`src/pps_pkg.sv`:
```
// Shared types, constants and helper functions for the pure-pursuit steering block.
// No dependencies; every other file in src imports this package.
package pps_pkg;

  // Structural sizes
  localparam int CORDIC_STEPS   = 16;
  localparam int INTEGRAL_WIDTH = 48;
  localparam int ITER_W         = $clog2(CORDIC_STEPS);

  // Field widths
  localparam int POS_W      = 32;
  localparam int HEAD_W     = 16;
  localparam int GAIN_W     = 16;
  localparam int LEAD_W     = 31;
  localparam int OUT_W      = 32;
  localparam int CFG_IDX_W  = 3;
  localparam int CFG_DATA_W = 31;

  // CORDIC datapath
  localparam int GUARD_BITS = 8;
  localparam int DELTA_W    = POS_W + 1;
  localparam int CW         = 44;
  localparam int Z_W        = 34;
  localparam int BEAR_SHIFT = 17;
  localparam int BEAR_W     = Z_W - BEAR_SHIFT;
  localparam int BEAR_ROUND = 65536;
  localparam int DIFF_W     = 19;

  // Magnitude scaling by 1/K, split in two partial products
  localparam int INV_GAIN_W   = 20;
  localparam int INV_GAIN     = 636751;
  localparam int MAG_SHIFT    = 20 + GUARD_BITS;
  localparam int MAG_SPLIT    = 22;
  localparam int MAG_LO_SHIFT = MAG_SHIFT - MAG_SPLIT;
  localparam int LO_W         = MAG_SPLIT + INV_GAIN_W + 1;
  localparam int SUM_W        = 44;
  localparam int MAG_W        = 34;
  localparam longint MAG_ROUND = 64'd1 << (MAG_SHIFT - 1);

  // Shared multiplier and accumulators
  localparam int MUL_A_W    = INV_GAIN_W;
  localparam int MUL_B_W    = 42;
  localparam int PROD_W     = MUL_A_W + 1 + MUL_B_W;
  localparam int ACC_W      = 50;
  localparam int FRAC_I     = 14;
  localparam int VEL_ROUND  = 8192;
  localparam int TURN_SHIFT = 11;
  localparam int TURN_ROUND = 1024;
  localparam int QW         = INTEGRAL_WIDTH - FRAC_I;
  localparam int QCW        = (QW > MUL_B_W) ? QW : MUL_B_W;
  localparam int Q_LIMIT_SH = 40;

  // Angle constants
  localparam longint PI_Q30     = 64'd3373259426;
  localparam int     PI_Q13     = 25736;
  localparam int     TWO_PI_Q13 = 51472;

  // Configuration register indexes
  localparam logic [CFG_IDX_W-1:0] CFG_MODE_SELECT   = 3'd0;
  localparam logic [CFG_IDX_W-1:0] CFG_PROP_GAIN     = 3'd1;
  localparam logic [CFG_IDX_W-1:0] CFG_INTEGRAL_GAIN = 3'd2;
  localparam logic [CFG_IDX_W-1:0] CFG_HEADING_GAIN  = 3'd3;
  localparam logic [CFG_IDX_W-1:0] CFG_LEAD_DISTANCE = 3'd4;

  // Reset values of the configuration registers
  localparam logic [GAIN_W-1:0] PROP_GAIN_RST     = 16'd3277;
  localparam logic [GAIN_W-1:0] INTEGRAL_GAIN_RST = 16'd131;
  localparam logic [GAIN_W-1:0] HEADING_GAIN_RST  = 16'd8192;

  typedef enum logic [3:0] {
    ST_IDLE,
    ST_CORDIC,
    ST_MAG_LO,
    ST_MAG_HI,
    ST_MAG,
    ST_ERR,
    ST_INT,
    ST_INT_R,
    ST_INT_Q,
    ST_HEAD,
    ST_OUT
  } pps_state_t;

  typedef enum logic [2:0] {
    MUL_NONE,
    MUL_MAG_LO,
    MUL_MAG_HI,
    MUL_PROP,
    MUL_INT_R,
    MUL_INT_Q,
    MUL_HEAD
  } pps_mul_sel_t;

  typedef struct packed {
    logic              mode_select;
    logic [GAIN_W-1:0] prop_gain;
    logic [GAIN_W-1:0] integral_gain;
    logic [GAIN_W-1:0] heading_gain;
    logic [LEAD_W-1:0] lead_distance;
  } pps_cfg_t;

  typedef struct packed {
    logic              load;
    logic              cordic;
    logic [ITER_W-1:0] iter;
    pps_mul_sel_t      mul_sel;
    logic              acc_load;
    logic              acc_add;
    logic              mag_calc;
    logic              err_calc;
    logic              int_upd;
    logic              vel_calc;
    logic              out_load;
  } pps_cmd_t;

  // Elementary rotation angles atan(2^-i), Q2.30
  function automatic logic signed [Z_W-1:0] atan_q30(input logic [4:0] idx);
    logic signed [Z_W-1:0] a;
    unique case (idx)
      5'd0:  a = 34'sh03243F6A8;
      5'd1:  a = 34'sh01DAC6705;
      5'd2:  a = 34'sh00FADBAFC;
      5'd3:  a = 34'sh007F56EA6;
      5'd4:  a = 34'sh003FEAB76;
      5'd5:  a = 34'sh001FFD55B;
      5'd6:  a = 34'sh000FFFAAA;
      5'd7:  a = 34'sh0007FFF55;
      5'd8:  a = 34'sh0003FFFEA;
      5'd9:  a = 34'sh0001FFFFD;
      5'd10: a = 34'sh0000FFFFF;
      5'd11: a = 34'sh00007FFFF;
      5'd12: a = 34'sh00003FFFF;
      5'd13: a = 34'sh00001FFFF;
      5'd14: a = 34'sh00000FFFF;
      5'd15: a = 34'sh000007FFF;
      5'd16: a = 34'sh000003FFF;
      5'd17: a = 34'sh000001FFF;
      5'd18: a = 34'sh000000FFF;
      5'd19: a = 34'sh0000007FF;
      5'd20: a = 34'sh0000003FF;
      5'd21: a = 34'sh0000001FF;
      5'd22: a = 34'sh0000000FF;
      5'd23: a = 34'sh00000007F;
      5'd24: a = 34'sh00000003F;
      5'd25: a = 34'sh00000001F;
      5'd26: a = 34'sh00000000F;
      5'd27: a = 34'sh000000007;
      5'd28: a = 34'sh000000003;
      5'd29: a = 34'sh000000001;
      5'd30: a = 34'sh000000000;
      5'd31: a = 34'sh000000000;
    endcase
    return a;
  endfunction

  // Clamp a wide signed value to the 32-bit signed range
  function automatic logic signed [OUT_W-1:0] sat32(input logic signed [63:0] v);
    logic signed [OUT_W-1:0] s;
    if (v > 64'sd2147483647) begin
      s = 32'sh7FFFFFFF;
    end else if (v < -64'sd2147483648) begin
      s = 32'sh80000000;
    end else begin
      s = v[OUT_W-1:0];
    end
    return s;
  endfunction

endpackage

```
`src/pure_pursuit_pi_steering_top.sv`:
```
// Top level of the pure-pursuit steering block: configuration registers,
// sequencer and datapath. Depends on pps_pkg, pps_ctrl and pps_dp.
//
// Takes one pose/goal request at a time and returns one command (linear
// velocity, turn rate, distance error) per request. A request is accepted
// when in_valid is high and in_stall is low; in_stall stays high while the
// request is worked, so no new request is taken until it is done. A request
// runs through the idle step that takes it, the vectoring loop, which does
// one CORDIC micro-rotation per cycle, then eight steps built around a single
// 20x42 multiplier (two partial products for the 1/K magnitude scaling, the
// proportional, integral and turn products) and the output load.
// The result sits in an output register until out_stall is low, so the next
// request is taken while a result waits; when a result is still stalled at
// the end of the following request, that request holds in its final step.
// In pure-pursuit mode the velocity integral persists across requests and
// saturates at its width; in proportional mode it is frozen. Write
// configuration only while no request is in flight; cfg_ready is always high
// and an index past the last register is dropped.
module pure_pursuit_pi_steering_top (
  input  logic                                  clk,
  input  logic                                  rst_n,
  // request channel
  input  logic                                  in_valid,
  output logic                                  in_stall,
  input  logic signed [pps_pkg::POS_W-1:0]      in_cur_x,
  input  logic signed [pps_pkg::POS_W-1:0]      in_cur_y,
  input  logic signed [pps_pkg::HEAD_W-1:0]     in_cur_heading,
  input  logic signed [pps_pkg::POS_W-1:0]      in_goal_x,
  input  logic signed [pps_pkg::POS_W-1:0]      in_goal_y,
  // result channel
  output logic                                  out_valid,
  input  logic                                  out_stall,
  output logic signed [pps_pkg::OUT_W-1:0]      out_lin_velocity,
  output logic signed [pps_pkg::OUT_W-1:0]      out_turn_rate,
  output logic signed [pps_pkg::OUT_W-1:0]      out_distance_error,
  // configuration write channel
  input  logic                                  cfg_valid,
  output logic                                  cfg_ready,
  input  logic [pps_pkg::CFG_IDX_W-1:0]         cfg_index,
  input  logic [pps_pkg::CFG_DATA_W-1:0]        cfg_data
);
  import pps_pkg::*;

  pps_cfg_t cfg_r;
  pps_cmd_t cmd;

  // Configuration writes always taken; user must keep block idle when they come
  assign cfg_ready = 1'b1;

  always_ff @(posedge clk) begin
    if (!rst_n) begin
      cfg_r.mode_select   <= 1'b0;
      cfg_r.prop_gain     <= PROP_GAIN_RST;
      cfg_r.integral_gain <= INTEGRAL_GAIN_RST;
      cfg_r.heading_gain  <= HEADING_GAIN_RST;
      cfg_r.lead_distance <= '0;
    end else if (cfg_valid && cfg_ready) begin
      unique case (cfg_index)
        CFG_MODE_SELECT:   cfg_r.mode_select   <= cfg_data[0];
        CFG_PROP_GAIN:     cfg_r.prop_gain     <= cfg_data[GAIN_W-1:0];
        CFG_INTEGRAL_GAIN: cfg_r.integral_gain <= cfg_data[GAIN_W-1:0];
        CFG_HEADING_GAIN:  cfg_r.heading_gain  <= cfg_data[GAIN_W-1:0];
        CFG_LEAD_DISTANCE: cfg_r.lead_distance <= cfg_data[LEAD_W-1:0];
        default:           cfg_r <= cfg_r;  // drop writes past the last register
      endcase
    end
  end

  // Sequencer: owns the handshakes and steps the datapath
  pps_ctrl u_ctrl (
    .clk       (clk),
    .rst_n     (rst_n),
    .in_valid  (in_valid),
    .in_stall  (in_stall),
    .out_valid (out_valid),
    .out_stall (out_stall),
    .cmd       (cmd)
  );

  // Datapath: CORDIC, shared multiplier, integral, result registers
  pps_dp u_dp (
    .clk            (clk),
    .rst_n          (rst_n),
    .cfg            (cfg_r),
    .cmd            (cmd),
    .cur_x          (in_cur_x),
    .cur_y          (in_cur_y),
    .cur_heading    (in_cur_heading),
    .goal_x         (in_goal_x),
    .goal_y         (in_goal_y),
    .lin_velocity   (out_lin_velocity),
    .turn_rate      (out_turn_rate),
    .distance_error (out_distance_error)
  );

endmodule

```
`src/pps_ctrl.sv`:
```
// Sequencer for the pure-pursuit steering block: walks one request through
// the CORDIC and multiply steps. Depends on pps_pkg.
module pps_ctrl (
  input  logic               clk,
  input  logic               rst_n,
  input  logic               in_valid,
  output logic               in_stall,
  output logic               out_valid,
  input  logic               out_stall,
  output pps_pkg::pps_cmd_t  cmd
);
  import pps_pkg::*;

  pps_state_t        state_r, state_nxt;
  logic [ITER_W-1:0] iter_r, iter_nxt;
  logic              out_valid_r, out_valid_nxt;
  logic              iter_last;
  logic              out_free;

  assign iter_last = (iter_r == ITER_W'(CORDIC_STEPS - 1));
  assign out_free  = !out_valid_r || !out_stall;

  // Next state
  always_comb begin
    state_nxt = state_r;
    iter_nxt  = iter_r;
    unique case (state_r)
      ST_IDLE: begin
        iter_nxt = '0;
        if (in_valid) state_nxt = ST_CORDIC;
      end
      ST_CORDIC: begin
        iter_nxt = iter_r + 1'b1;
        if (iter_last) state_nxt = ST_MAG_LO;
      end
      ST_MAG_LO: state_nxt = ST_MAG_HI;
      ST_MAG_HI: state_nxt = ST_MAG;
      ST_MAG:    state_nxt = ST_ERR;
      ST_ERR:    state_nxt = ST_INT;
      ST_INT:    state_nxt = ST_INT_R;
      ST_INT_R:  state_nxt = ST_INT_Q;
      ST_INT_Q:  state_nxt = ST_HEAD;
      ST_HEAD:   state_nxt = ST_OUT;
      ST_OUT: begin
        if (out_free) state_nxt = ST_IDLE;
      end
      default:   state_nxt = ST_IDLE;
    endcase
  end

  // Command outputs
  always_comb begin
    cmd         = '0;
    cmd.mul_sel = MUL_NONE;
    cmd.iter    = iter_r;
    unique case (state_r)
      ST_IDLE:   cmd.load = in_valid;
      ST_CORDIC: cmd.cordic = 1'b1;
      ST_MAG_LO: cmd.mul_sel = MUL_MAG_LO;
      ST_MAG_HI: begin
        cmd.acc_load = 1'b1;
        cmd.mul_sel  = MUL_MAG_HI;
      end
      ST_MAG:    cmd.mag_calc = 1'b1;
      ST_ERR:    cmd.err_calc = 1'b1;
      ST_INT: begin
        cmd.int_upd = 1'b1;
        cmd.mul_sel = MUL_PROP;
      end
      ST_INT_R: begin
        cmd.acc_load = 1'b1;
        cmd.mul_sel  = MUL_INT_R;
      end
      ST_INT_Q: begin
        cmd.acc_add = 1'b1;
        cmd.mul_sel = MUL_INT_Q;
      end
      ST_HEAD: begin
        cmd.vel_calc = 1'b1;
        cmd.mul_sel  = MUL_HEAD;
      end
      ST_OUT:    cmd.out_load = out_free;
      default:   cmd.mul_sel = MUL_NONE;
    endcase
  end

  always_comb begin
    out_valid_nxt = out_valid_r;
    if (cmd.out_load) begin
      out_valid_nxt = 1'b1;
    end else if (!out_stall) begin
      out_valid_nxt = 1'b0;
    end
  end

  always_ff @(posedge clk) begin
    if (!rst_n) begin
      state_r     <= ST_IDLE;
      iter_r      <= '0;
      out_valid_r <= 1'b0;
    end else begin
      state_r     <= state_nxt;
      iter_r      <= iter_nxt;
      out_valid_r <= out_valid_nxt;
    end
  end

  assign in_stall  = (state_r != ST_IDLE);
  assign out_valid = out_valid_r;

  // A new request always starts the rotation loop at step zero
  a_start_iter: assert property (@(posedge clk) disable iff (!rst_n)
    (state_r == ST_IDLE && in_valid) |=> (state_r == ST_CORDIC && iter_r == '0))
    else $error("rotation loop did not start at step zero");

  // The loop ends after its last step and moves on to the first magnitude step
  a_loop_end: assert property (@(posedge clk) disable iff (!rst_n)
    (state_r == ST_CORDIC && iter_last) |=> (state_r == ST_MAG_LO))
    else $error("rotation loop did not end after the last step");

  // A result appears only from the final step
  a_result_src: assert property (@(posedge clk) disable iff (!rst_n)
    $rose(out_valid_r) |-> $past(state_r == ST_OUT))
    else $error("result raised outside the output step");

endmodule

```
`src/pps_dp.sv`:
```
// Datapath of the pure-pursuit steering block: CORDIC vectoring unit, shared
// multiplier, PI integral and output registers. Depends on pps_pkg.
module pps_dp (
  input  logic                                clk,
  input  logic                                rst_n,
  input  pps_pkg::pps_cfg_t                   cfg,
  input  pps_pkg::pps_cmd_t                   cmd,
  input  logic signed [pps_pkg::POS_W-1:0]    cur_x,
  input  logic signed [pps_pkg::POS_W-1:0]    cur_y,
  input  logic signed [pps_pkg::HEAD_W-1:0]   cur_heading,
  input  logic signed [pps_pkg::POS_W-1:0]    goal_x,
  input  logic signed [pps_pkg::POS_W-1:0]    goal_y,
  output logic signed [pps_pkg::OUT_W-1:0]    lin_velocity,
  output logic signed [pps_pkg::OUT_W-1:0]    turn_rate,
  output logic signed [pps_pkg::OUT_W-1:0]    distance_error
);
  import pps_pkg::*;

  localparam int ISUM_W = INTEGRAL_WIDTH + 1;
  localparam logic signed [QCW-1:0] Q_MAX = QCW'(1) <<< Q_LIMIT_SH;
  localparam logic signed [QCW-1:0] Q_MIN = -Q_MAX;

  // Registers
  logic signed [CW-1:0]             x_r, y_r;
  logic signed [Z_W-1:0]            z_r;
  logic signed [HEAD_W-1:0]         heading_r;
  logic                             zero_r;
  logic signed [PROD_W-1:0]         prod_r;
  logic signed [ACC_W-1:0]          acc_r;
  logic [MAG_W-1:0]                 mag_r;
  logic signed [BEAR_W-1:0]         bearing_r;
  logic signed [OUT_W-1:0]          err_r;
  logic signed [DIFF_W-1:0]         diff_r;
  logic signed [INTEGRAL_WIDTH-1:0] int_r, int_nxt;
  logic signed [OUT_W-1:0]          vel_r;
  logic signed [OUT_W-1:0]          lin_velocity_r, turn_rate_r, distance_error_r;

  // Load and rotation
  logic signed [DELTA_W-1:0] dx, dy;
  logic signed [CW-1:0]      x0;
  logic signed [CW-1:0]      xs, ys;
  logic signed [Z_W-1:0]     step_ang;

  assign dx       = DELTA_W'(goal_x) - DELTA_W'(cur_x);
  assign dy       = DELTA_W'(goal_y) - DELTA_W'(cur_y);
  assign x0       = CW'(dx) <<< GUARD_BITS;
  assign xs       = x_r >>> cmd.iter;
  assign ys       = y_r >>> cmd.iter;
  assign step_ang = atan_q30(5'(cmd.iter));

  always_ff @(posedge clk) begin
    if (cmd.load) begin
      heading_r <= cur_heading;
      zero_r    <= (dx == '0) && (dy == '0);
      if (dx < 0) begin
        x_r <= -x0;
        y_r <= -(CW'(dy) <<< GUARD_BITS);
        z_r <= (dy >= 0) ? Z_W'(PI_Q30) : -Z_W'(PI_Q30);
      end else begin
        x_r <= x0;
        y_r <= CW'(dy) <<< GUARD_BITS;
        z_r <= '0;
      end
    end else if (cmd.cordic) begin
      if (!y_r[CW-1]) begin
        x_r <= x_r + ys;
        y_r <= y_r - xs;
        z_r <= z_r + step_ang;
      end else begin
        x_r <= x_r - ys;
        y_r <= y_r + xs;
        z_r <= z_r - step_ang;
      end
    end
  end

  // Shared multiplier: unsigned coefficient times signed operand
  logic [MUL_A_W-1:0]         mul_a;
  logic signed [MUL_B_W-1:0]  mul_b;
  logic signed [PROD_W-1:0]   mul_p;
  logic signed [QW-1:0]       q;
  logic signed [QCW-1:0]      q_ext, q_clip;

  assign q     = int_r[INTEGRAL_WIDTH-1:FRAC_I];
  assign q_ext = QCW'(q);

  always_comb begin
    if (q_ext > Q_MAX) begin
      q_clip = Q_MAX;
    end else if (q_ext < Q_MIN) begin
      q_clip = Q_MIN;
    end else begin
      q_clip = q_ext;
    end
  end

  always_comb begin
    mul_a = '0;
    mul_b = '0;
    unique case (cmd.mul_sel)
      MUL_MAG_LO: begin
        mul_a = MUL_A_W'(INV_GAIN);
        mul_b = MUL_B_W'(x_r[MAG_SPLIT-1:0]);
      end
      MUL_MAG_HI: begin
        mul_a = MUL_A_W'(INV_GAIN);
        mul_b = MUL_B_W'(x_r[CW-1:MAG_SPLIT]);
      end
      MUL_PROP: begin
        mul_a = MUL_A_W'(cfg.prop_gain);
        mul_b = MUL_B_W'(err_r);
      end
      MUL_INT_R: begin
        mul_a = cfg.mode_select ? '0 : MUL_A_W'(cfg.integral_gain);
        mul_b = MUL_B_W'(int_r[FRAC_I-1:0]);
      end
      MUL_INT_Q: begin
        mul_a = cfg.mode_select ? '0 : MUL_A_W'(cfg.integral_gain);
        mul_b = q_clip[MUL_B_W-1:0];
      end
      MUL_HEAD: begin
        mul_a = MUL_A_W'(cfg.heading_gain);
        mul_b = MUL_B_W'(diff_r);
      end
      default: begin
        mul_a = '0;
        mul_b = '0;
      end
    endcase
  end

  assign mul_p = $signed({1'b0, mul_a}) * mul_b;

  // Magnitude and bearing
  logic [LO_W-1:0]        lo_rnd;
  logic [SUM_W-1:0]       mag_sum;
  logic signed [Z_W-1:0]  z_rnd;

  assign lo_rnd  = LO_W'(acc_r[LO_W-2:0]) + LO_W'(MAG_ROUND);
  assign mag_sum = SUM_W'(prod_r[SUM_W-2:0]) + SUM_W'(lo_rnd[LO_W-1:MAG_SPLIT]);
  assign z_rnd   = z_r + Z_W'(BEAR_ROUND);

  // Distance error and wrapped angle
  logic signed [MAG_W+1:0]  mag_lead;
  logic signed [DIFF_W-1:0] diff0;

  assign mag_lead = (MAG_W+2)'(mag_r) - (MAG_W+2)'(cfg.lead_distance);
  assign diff0    = DIFF_W'(bearing_r) - DIFF_W'(heading_r);

  // Velocity and turn rounding
  logic signed [ACC_W-1:0]             acc_rnd;
  logic signed [ACC_W-FRAC_I-1:0]      acc_sh;
  logic signed [PROD_W-1:0]            turn_rnd;
  logic signed [PROD_W-TURN_SHIFT-1:0] turn_sh;

  assign acc_rnd  = acc_r + ACC_W'(VEL_ROUND);
  assign acc_sh   = acc_rnd[ACC_W-1:FRAC_I];
  assign turn_rnd = prod_r + PROD_W'(TURN_ROUND);
  assign turn_sh  = turn_rnd[PROD_W-1:TURN_SHIFT];

  always_ff @(posedge clk) begin
    if (cmd.mul_sel != MUL_NONE) prod_r <= mul_p;
    if (cmd.acc_load) begin
      acc_r <= ACC_W'(prod_r);
    end else if (cmd.acc_add) begin
      acc_r <= acc_r + ACC_W'(prod_r);
    end
    if (cmd.mag_calc) begin
      mag_r     <= zero_r ? '0 : mag_sum[MAG_W+MAG_LO_SHIFT-1:MAG_LO_SHIFT];
      bearing_r <= zero_r ? '0 : z_rnd[Z_W-1:BEAR_SHIFT];
    end
    if (cmd.err_calc) begin
      err_r <= cfg.mode_select ? sat32(64'(mag_r)) : sat32(64'(mag_lead));
      if (diff0 > DIFF_W'(PI_Q13)) begin
        diff_r <= diff0 - DIFF_W'(TWO_PI_Q13);
      end else if (diff0 < -DIFF_W'(PI_Q13)) begin
        diff_r <= diff0 + DIFF_W'(TWO_PI_Q13);
      end else begin
        diff_r <= diff0;
      end
    end
    if (cmd.vel_calc) vel_r <= sat32(64'(prod_r) + 64'(acc_sh));
    if (cmd.out_load) begin
      lin_velocity_r   <= vel_r;
      turn_rate_r      <= sat32(64'(turn_sh));
      distance_error_r <= err_r;
    end
  end

  // Saturating integral: overflow shows as disagreeing top bits of the sum
  logic signed [ISUM_W-1:0] int_sum;

  assign int_sum = ISUM_W'(int_r) + ISUM_W'(err_r);

  always_comb begin
    int_nxt = int_r;
    if (cmd.int_upd && !cfg.mode_select) begin
      if (int_sum[ISUM_W-1] != int_sum[ISUM_W-2]) begin
        int_nxt = int_sum[ISUM_W-1] ? {1'b1, {(INTEGRAL_WIDTH-1){1'b0}}}
                                    : {1'b0, {(INTEGRAL_WIDTH-1){1'b1}}};
      end else begin
        int_nxt = int_sum[INTEGRAL_WIDTH-1:0];
      end
    end
  end

  always_ff @(posedge clk) begin
    if (!rst_n) begin
      int_r <= '0;
    end else begin
      int_r <= int_nxt;
    end
  end

  assign lin_velocity   = lin_velocity_r;
  assign turn_rate      = turn_rate_r;
  assign distance_error = distance_error_r;

  // The vectoring x component never goes negative
  a_x_positive: assert property (@(posedge clk) disable iff (!rst_n)
    (cmd.load || cmd.cordic) |=> !x_r[CW-1])
    else $error("CORDIC x component went negative");

  // Proportional mode leaves the integral alone
  a_int_hold: assert property (@(posedge clk) disable iff (!rst_n)
    (cmd.int_upd && cfg.mode_select) |=> $stable(int_r))
    else $error("integral changed in proportional mode");

  // Raw distance error is never negative
  a_err_sign: assert property (@(posedge clk) disable iff (!rst_n)
    (cmd.err_calc && cfg.mode_select) |=> !err_r[OUT_W-1])
    else $error("raw distance error went negative");

endmodule

```
`config.mk`:
```
export PLATFORM = sky130hd
export DESIGN_NAME = pure_pursuit_pi_steering_top
export DESIGN_NICKNAME = d
export VERILOG_FILES = /design/src/pps_pkg.sv /design/src/pure_pursuit_pi_steering_top.sv /design/src/pps_ctrl.sv /design/src/pps_dp.sv
export SDC_FILE = /design/constraint.sdc
export NUM_CORES = 2
export LEC_CHECK = 0
export ABC_AREA = 1
export ABC_CLOCK_PERIOD_IN_PS = 8220
export BUFFER_PORTS_ARGS = -buffer_cell sky130_fd_sc_hd__buf_2
export CAP_MARGIN = 20
export CORE_MARGIN = 5
export CORE_UTILIZATION = 30
export DETAILED_ROUTE_END_ITERATION = 6
export SKIP_LAST_GASP = 1
export SLEW_MARGIN = 10
export SYNTH_ARGS = -nofsm -noshare
export SYNTH_HDL_FRONTEND = slang
export SYNTH_SLANG_ARGS = --single-unit
export TNS_END_PERCENT = 100
```
`constraint.sdc`:
```
create_clock -name clk -period 8.22 [get_ports clk]
set_input_delay 0.822 -clock clk [delete_from_list [all_inputs] [get_ports clk]]
set_output_delay 0.822 -clock clk [all_outputs]
set_load 0.1 [all_outputs]
```
==> run_results.csv <==
group,metric,value,unit
synth,synth_area,89700,um2
final_layout,layout_commonest_cell,"nand2_1",
floorplanning,initial_utilization,0.302,
clock_tree,cts_root_buffer,"clkbuf_16",
final_layout,final_cell_mix,"3767 x nand2_1, 2421 x inv_1, 1263 x nor2_1",
synth,synth_cell_types,79,
route,wl,338000,um
clock_tree,cts_max_level,3,
clock_tree,path_clk_slew,0.06,ns
flow_run,maxCapViolations,0,
critical_path,crit_path_max_incr_delay,0.55,ns
route,drc,0,
placed_design,dpl_cell_area,99300,um2
placed_design,numPortBuffers,280,
final_layout,fin_area,104000,um2
synth,syn_inst,13400,
clock_tree,cts-buffers-inserted,83,
route,via_per_inst,4.96,
critical_path,cp_data_arrival_time,8.42,ns
timing,fin_worst_skew,0.0406,ns
floorplanning,die_area,310000,um2
synth,synthFlopType,"edfxtp_1",
timing,whs,0.271,ns
outcome,status,"complete, no violations",
critical_path,worst-path-buf-inv,16,
floorplanning,num_io_pins,282,
timing,finalSetupTns,0,ns
pwr,ir_drop,0.198,mV
clock_tree,cts_max_path_buffers,3,
timing,slew_violations,0,
critical_path,cp_max_fo,8,
timing,worstMarginPinSlew,1.10,ns
timing,hold_viol_final,0,
critical_path,critPathRequiredTime,8.69,ns
global_route,overflow,0,
global_route,grt.total_usage,0.211,
clock_tree,cts_tree,"built",
pwr,power_density,258,nW/um2
critical_path,startpoint_type,"flip-flop",
global_route,grt_pass1_vias,86000,
final_layout,multi_input_area,62400,um2
final_layout,n_fill_cell,32300,
synth,ys.warnings.count,0,
clock_tree,cts_hold_buf,0,
floorplanning,die_w,557,um
critical_path,worst_setup_path_end_kind,"flip-flop",
final_layout,drive_above_1_share,0.0977,
final_layout,seqCellArea,17800,um2
hold_path,hold_class,"input pin to flip-flop",
synth,yosysTopAreaCell,"edfxtp_1",
route,ant_nets,0,
hold_path,whs_path_depth,1,
final_layout,syn_to_final_growth,15.4,%
synth,syn_area_per_cell,6.67,um2
route,drt_iter0_drc,7382,
clock_tree,insertion_delay,0.74,ns
timing,period_share,0.967,
route,drt-wirelength-per-cell,18.7,um
floorplanning,rows,200,
critical_path,crit_top_cell,"inv_1",
route,vias,89700,
synth,synth_area_leaders,"edfxtp_1 16%, nand2_1 16%, fa_1 14%",
placed_design,place.gp.congestion,0.986,
timing,slew_headroom,0.246,
timing,fin_crit,7.95,ns
global_route,grt_pass1_wl,513000,um
critical_path,crit_family,"adder cells",
final_layout,fin_nets,15500,
synth,synth-seq-cells,648,
synth,async_flop_share,0,
timing,max_freq,126,MHz
timing,finalSetupViolCount,0,
floorplanning,core_area,297000,um2
global_route,grt_max_degree,123,
timing,rsz0062_at_grt,"yes",
global_route,antenna_found_initial,11,
synth,synth_edf_count,482,
critical_path,reg2reg_depth,39,
route,first_pass_iters,6,
synth,synth_top_area_frac,0.161,
placed_design,hpwlAfterDp,282000,um
clock_tree,cts_sinks,648,
synth,ys_seq_area_frac,0.198,
critical_path,cp_num_cells,39,
pwr,leakage,52.0,nW
critical_path,crit_type,"flip-flop to flip-flop",
floorplanning,fp.dieH,557,um
critical_path,crit_slowest_cell,"fa_1",
-- where the power goes --
group	internal, mW	switching (mW)
Sequential	4.53	0.716
Clock	2.22	1.66
Combinational	5.76	11.8
-- per-layer routing --
| layer | vias to the layer above | track usage | wire length [um] | share of wire |
|---|---|---|---|---|
| li1 | 44000 | - | - | - |
| met1 | 42000 | 0.280 | 147000 | 0.43 |
| met5 | - | 0 | 38 | 0.00011 |
| met3 | 664 | 0.0294 | 22700 | 0.067 |
| met4 | 6 | 0.0864 | 16400 | 0.049 |
| met2 | 3033 | 0.345 | 152000 | 0.45 |
-- state kept, by name, summed over array words and instances (netlist names), 34 cells and up --
| name | cells |
|---|---|
| u_dp.mag_r | 34 |
| u_dp.x_r | 44 |
| u_dp.int_r | 48 |
| u_dp.acc_r | 50 |
| u_dp.y_r | 44 |
| u_dp.prod_r | 63 |
| u_dp.z_r | 34 |
| cfg_r | 80 |
-- Yosys cell counts, drive strengths merged, types with 15 or more instances --
cell type / n
mux2i: 15
and2: 17
a22o: 20
a21o: 42
xor2: 311
clkbuf: 170
nor2: 1330
nor3: 156
nand2: 3807
o21ai: 757
a31oi: 108
a221oi: 28
nand3b: 40
a21oi: 781
ha: 608
o21a: 36
o21bai: 49
inv: 2464
dfxtp: 166
nor4: 42
fa: 619
nand3: 759
or2: 52
nand4: 146
o211ai: 45
buf: 139
edfxtp: 482
a21boi: 23
xnor2: 129
o31ai: 23
-- stage by stage --
step / util / cells / setup WS [ns] / power [mW]
CTS: 0.344 / 18100 / -0.00271 / 26.3
global placement: 0.334 / 17900 / -0.226 / 22.3
detailed placement: 0.334 / 17900 / -0.203 / 22.3
floorplan: - / 13500 / 0.0309 / 16.9
global route: 0.348 / 18100 / -0.0942 / 28.9
finish: 0.348 / 18100 / 0.274 / 26.7
-- worst paths after layout --
path | from | to | slack (ns)
setup / recovery | u_ctrl.state_r[3] | u_dp.prod_r[58] | 0.27
hold / removal | in_cur_heading[8] | u_dp.heading_r[8] | 0.27
setup reg to reg | u_ctrl.state_r[3] | u_dp.prod_r[58] | 0.27
hold reg to reg | u_dp.vel_r[12] | u_dp.lin_velocity[12] | 0.41
-- repair_timing --
| item | 4_1_cts | 5_1_grt |
|---|---|---|
| buffers inserted | 0 | 25 |
| gates cloned | 0 | 5 |
| endpoints found under the setup margin | 11 | 38 |
| resized for setup | 16 | 232 |
| pin swaps | 0 | 91 |
-- final cells by class --
cell class | instances | share of cell area
Multi-Input combinational cell | 10000 | 0.603
Timing Repair Buffer | 844 | 0.0603
Tap cell | 3939 | 0.0476
Inverter | 2472 | 0.0898
Clock buffer | 98 | 0.0215
Clock inverter | 56 | 0.00575
Sequential cell | 648 | 0.172
Antenna cell | 8 | 0.000193
-- kinds of logic (layout without fill, tap and decap cells) --
family / after synthesis / in the layout / synth area share
AO/OA/AOI/OAI: 1956 / 1956 / 0.121
XOR/XNOR: 440 / 440 / 0.0436
adder cells (fa/ha/maj): 1227 / 1227 / 0.223
buffers and inverters: 2781 / 3470 / 0.120
flip-flops: 648 / 648 / 0.198
multiplexers: 15 / 15 / 0.00167
other: 2 / 34 / 0.0000838
AND/OR/NAND/NOR: 6369 / 6369 / 0.292
No activity file was read; power rests on OpenSTA's default activity.
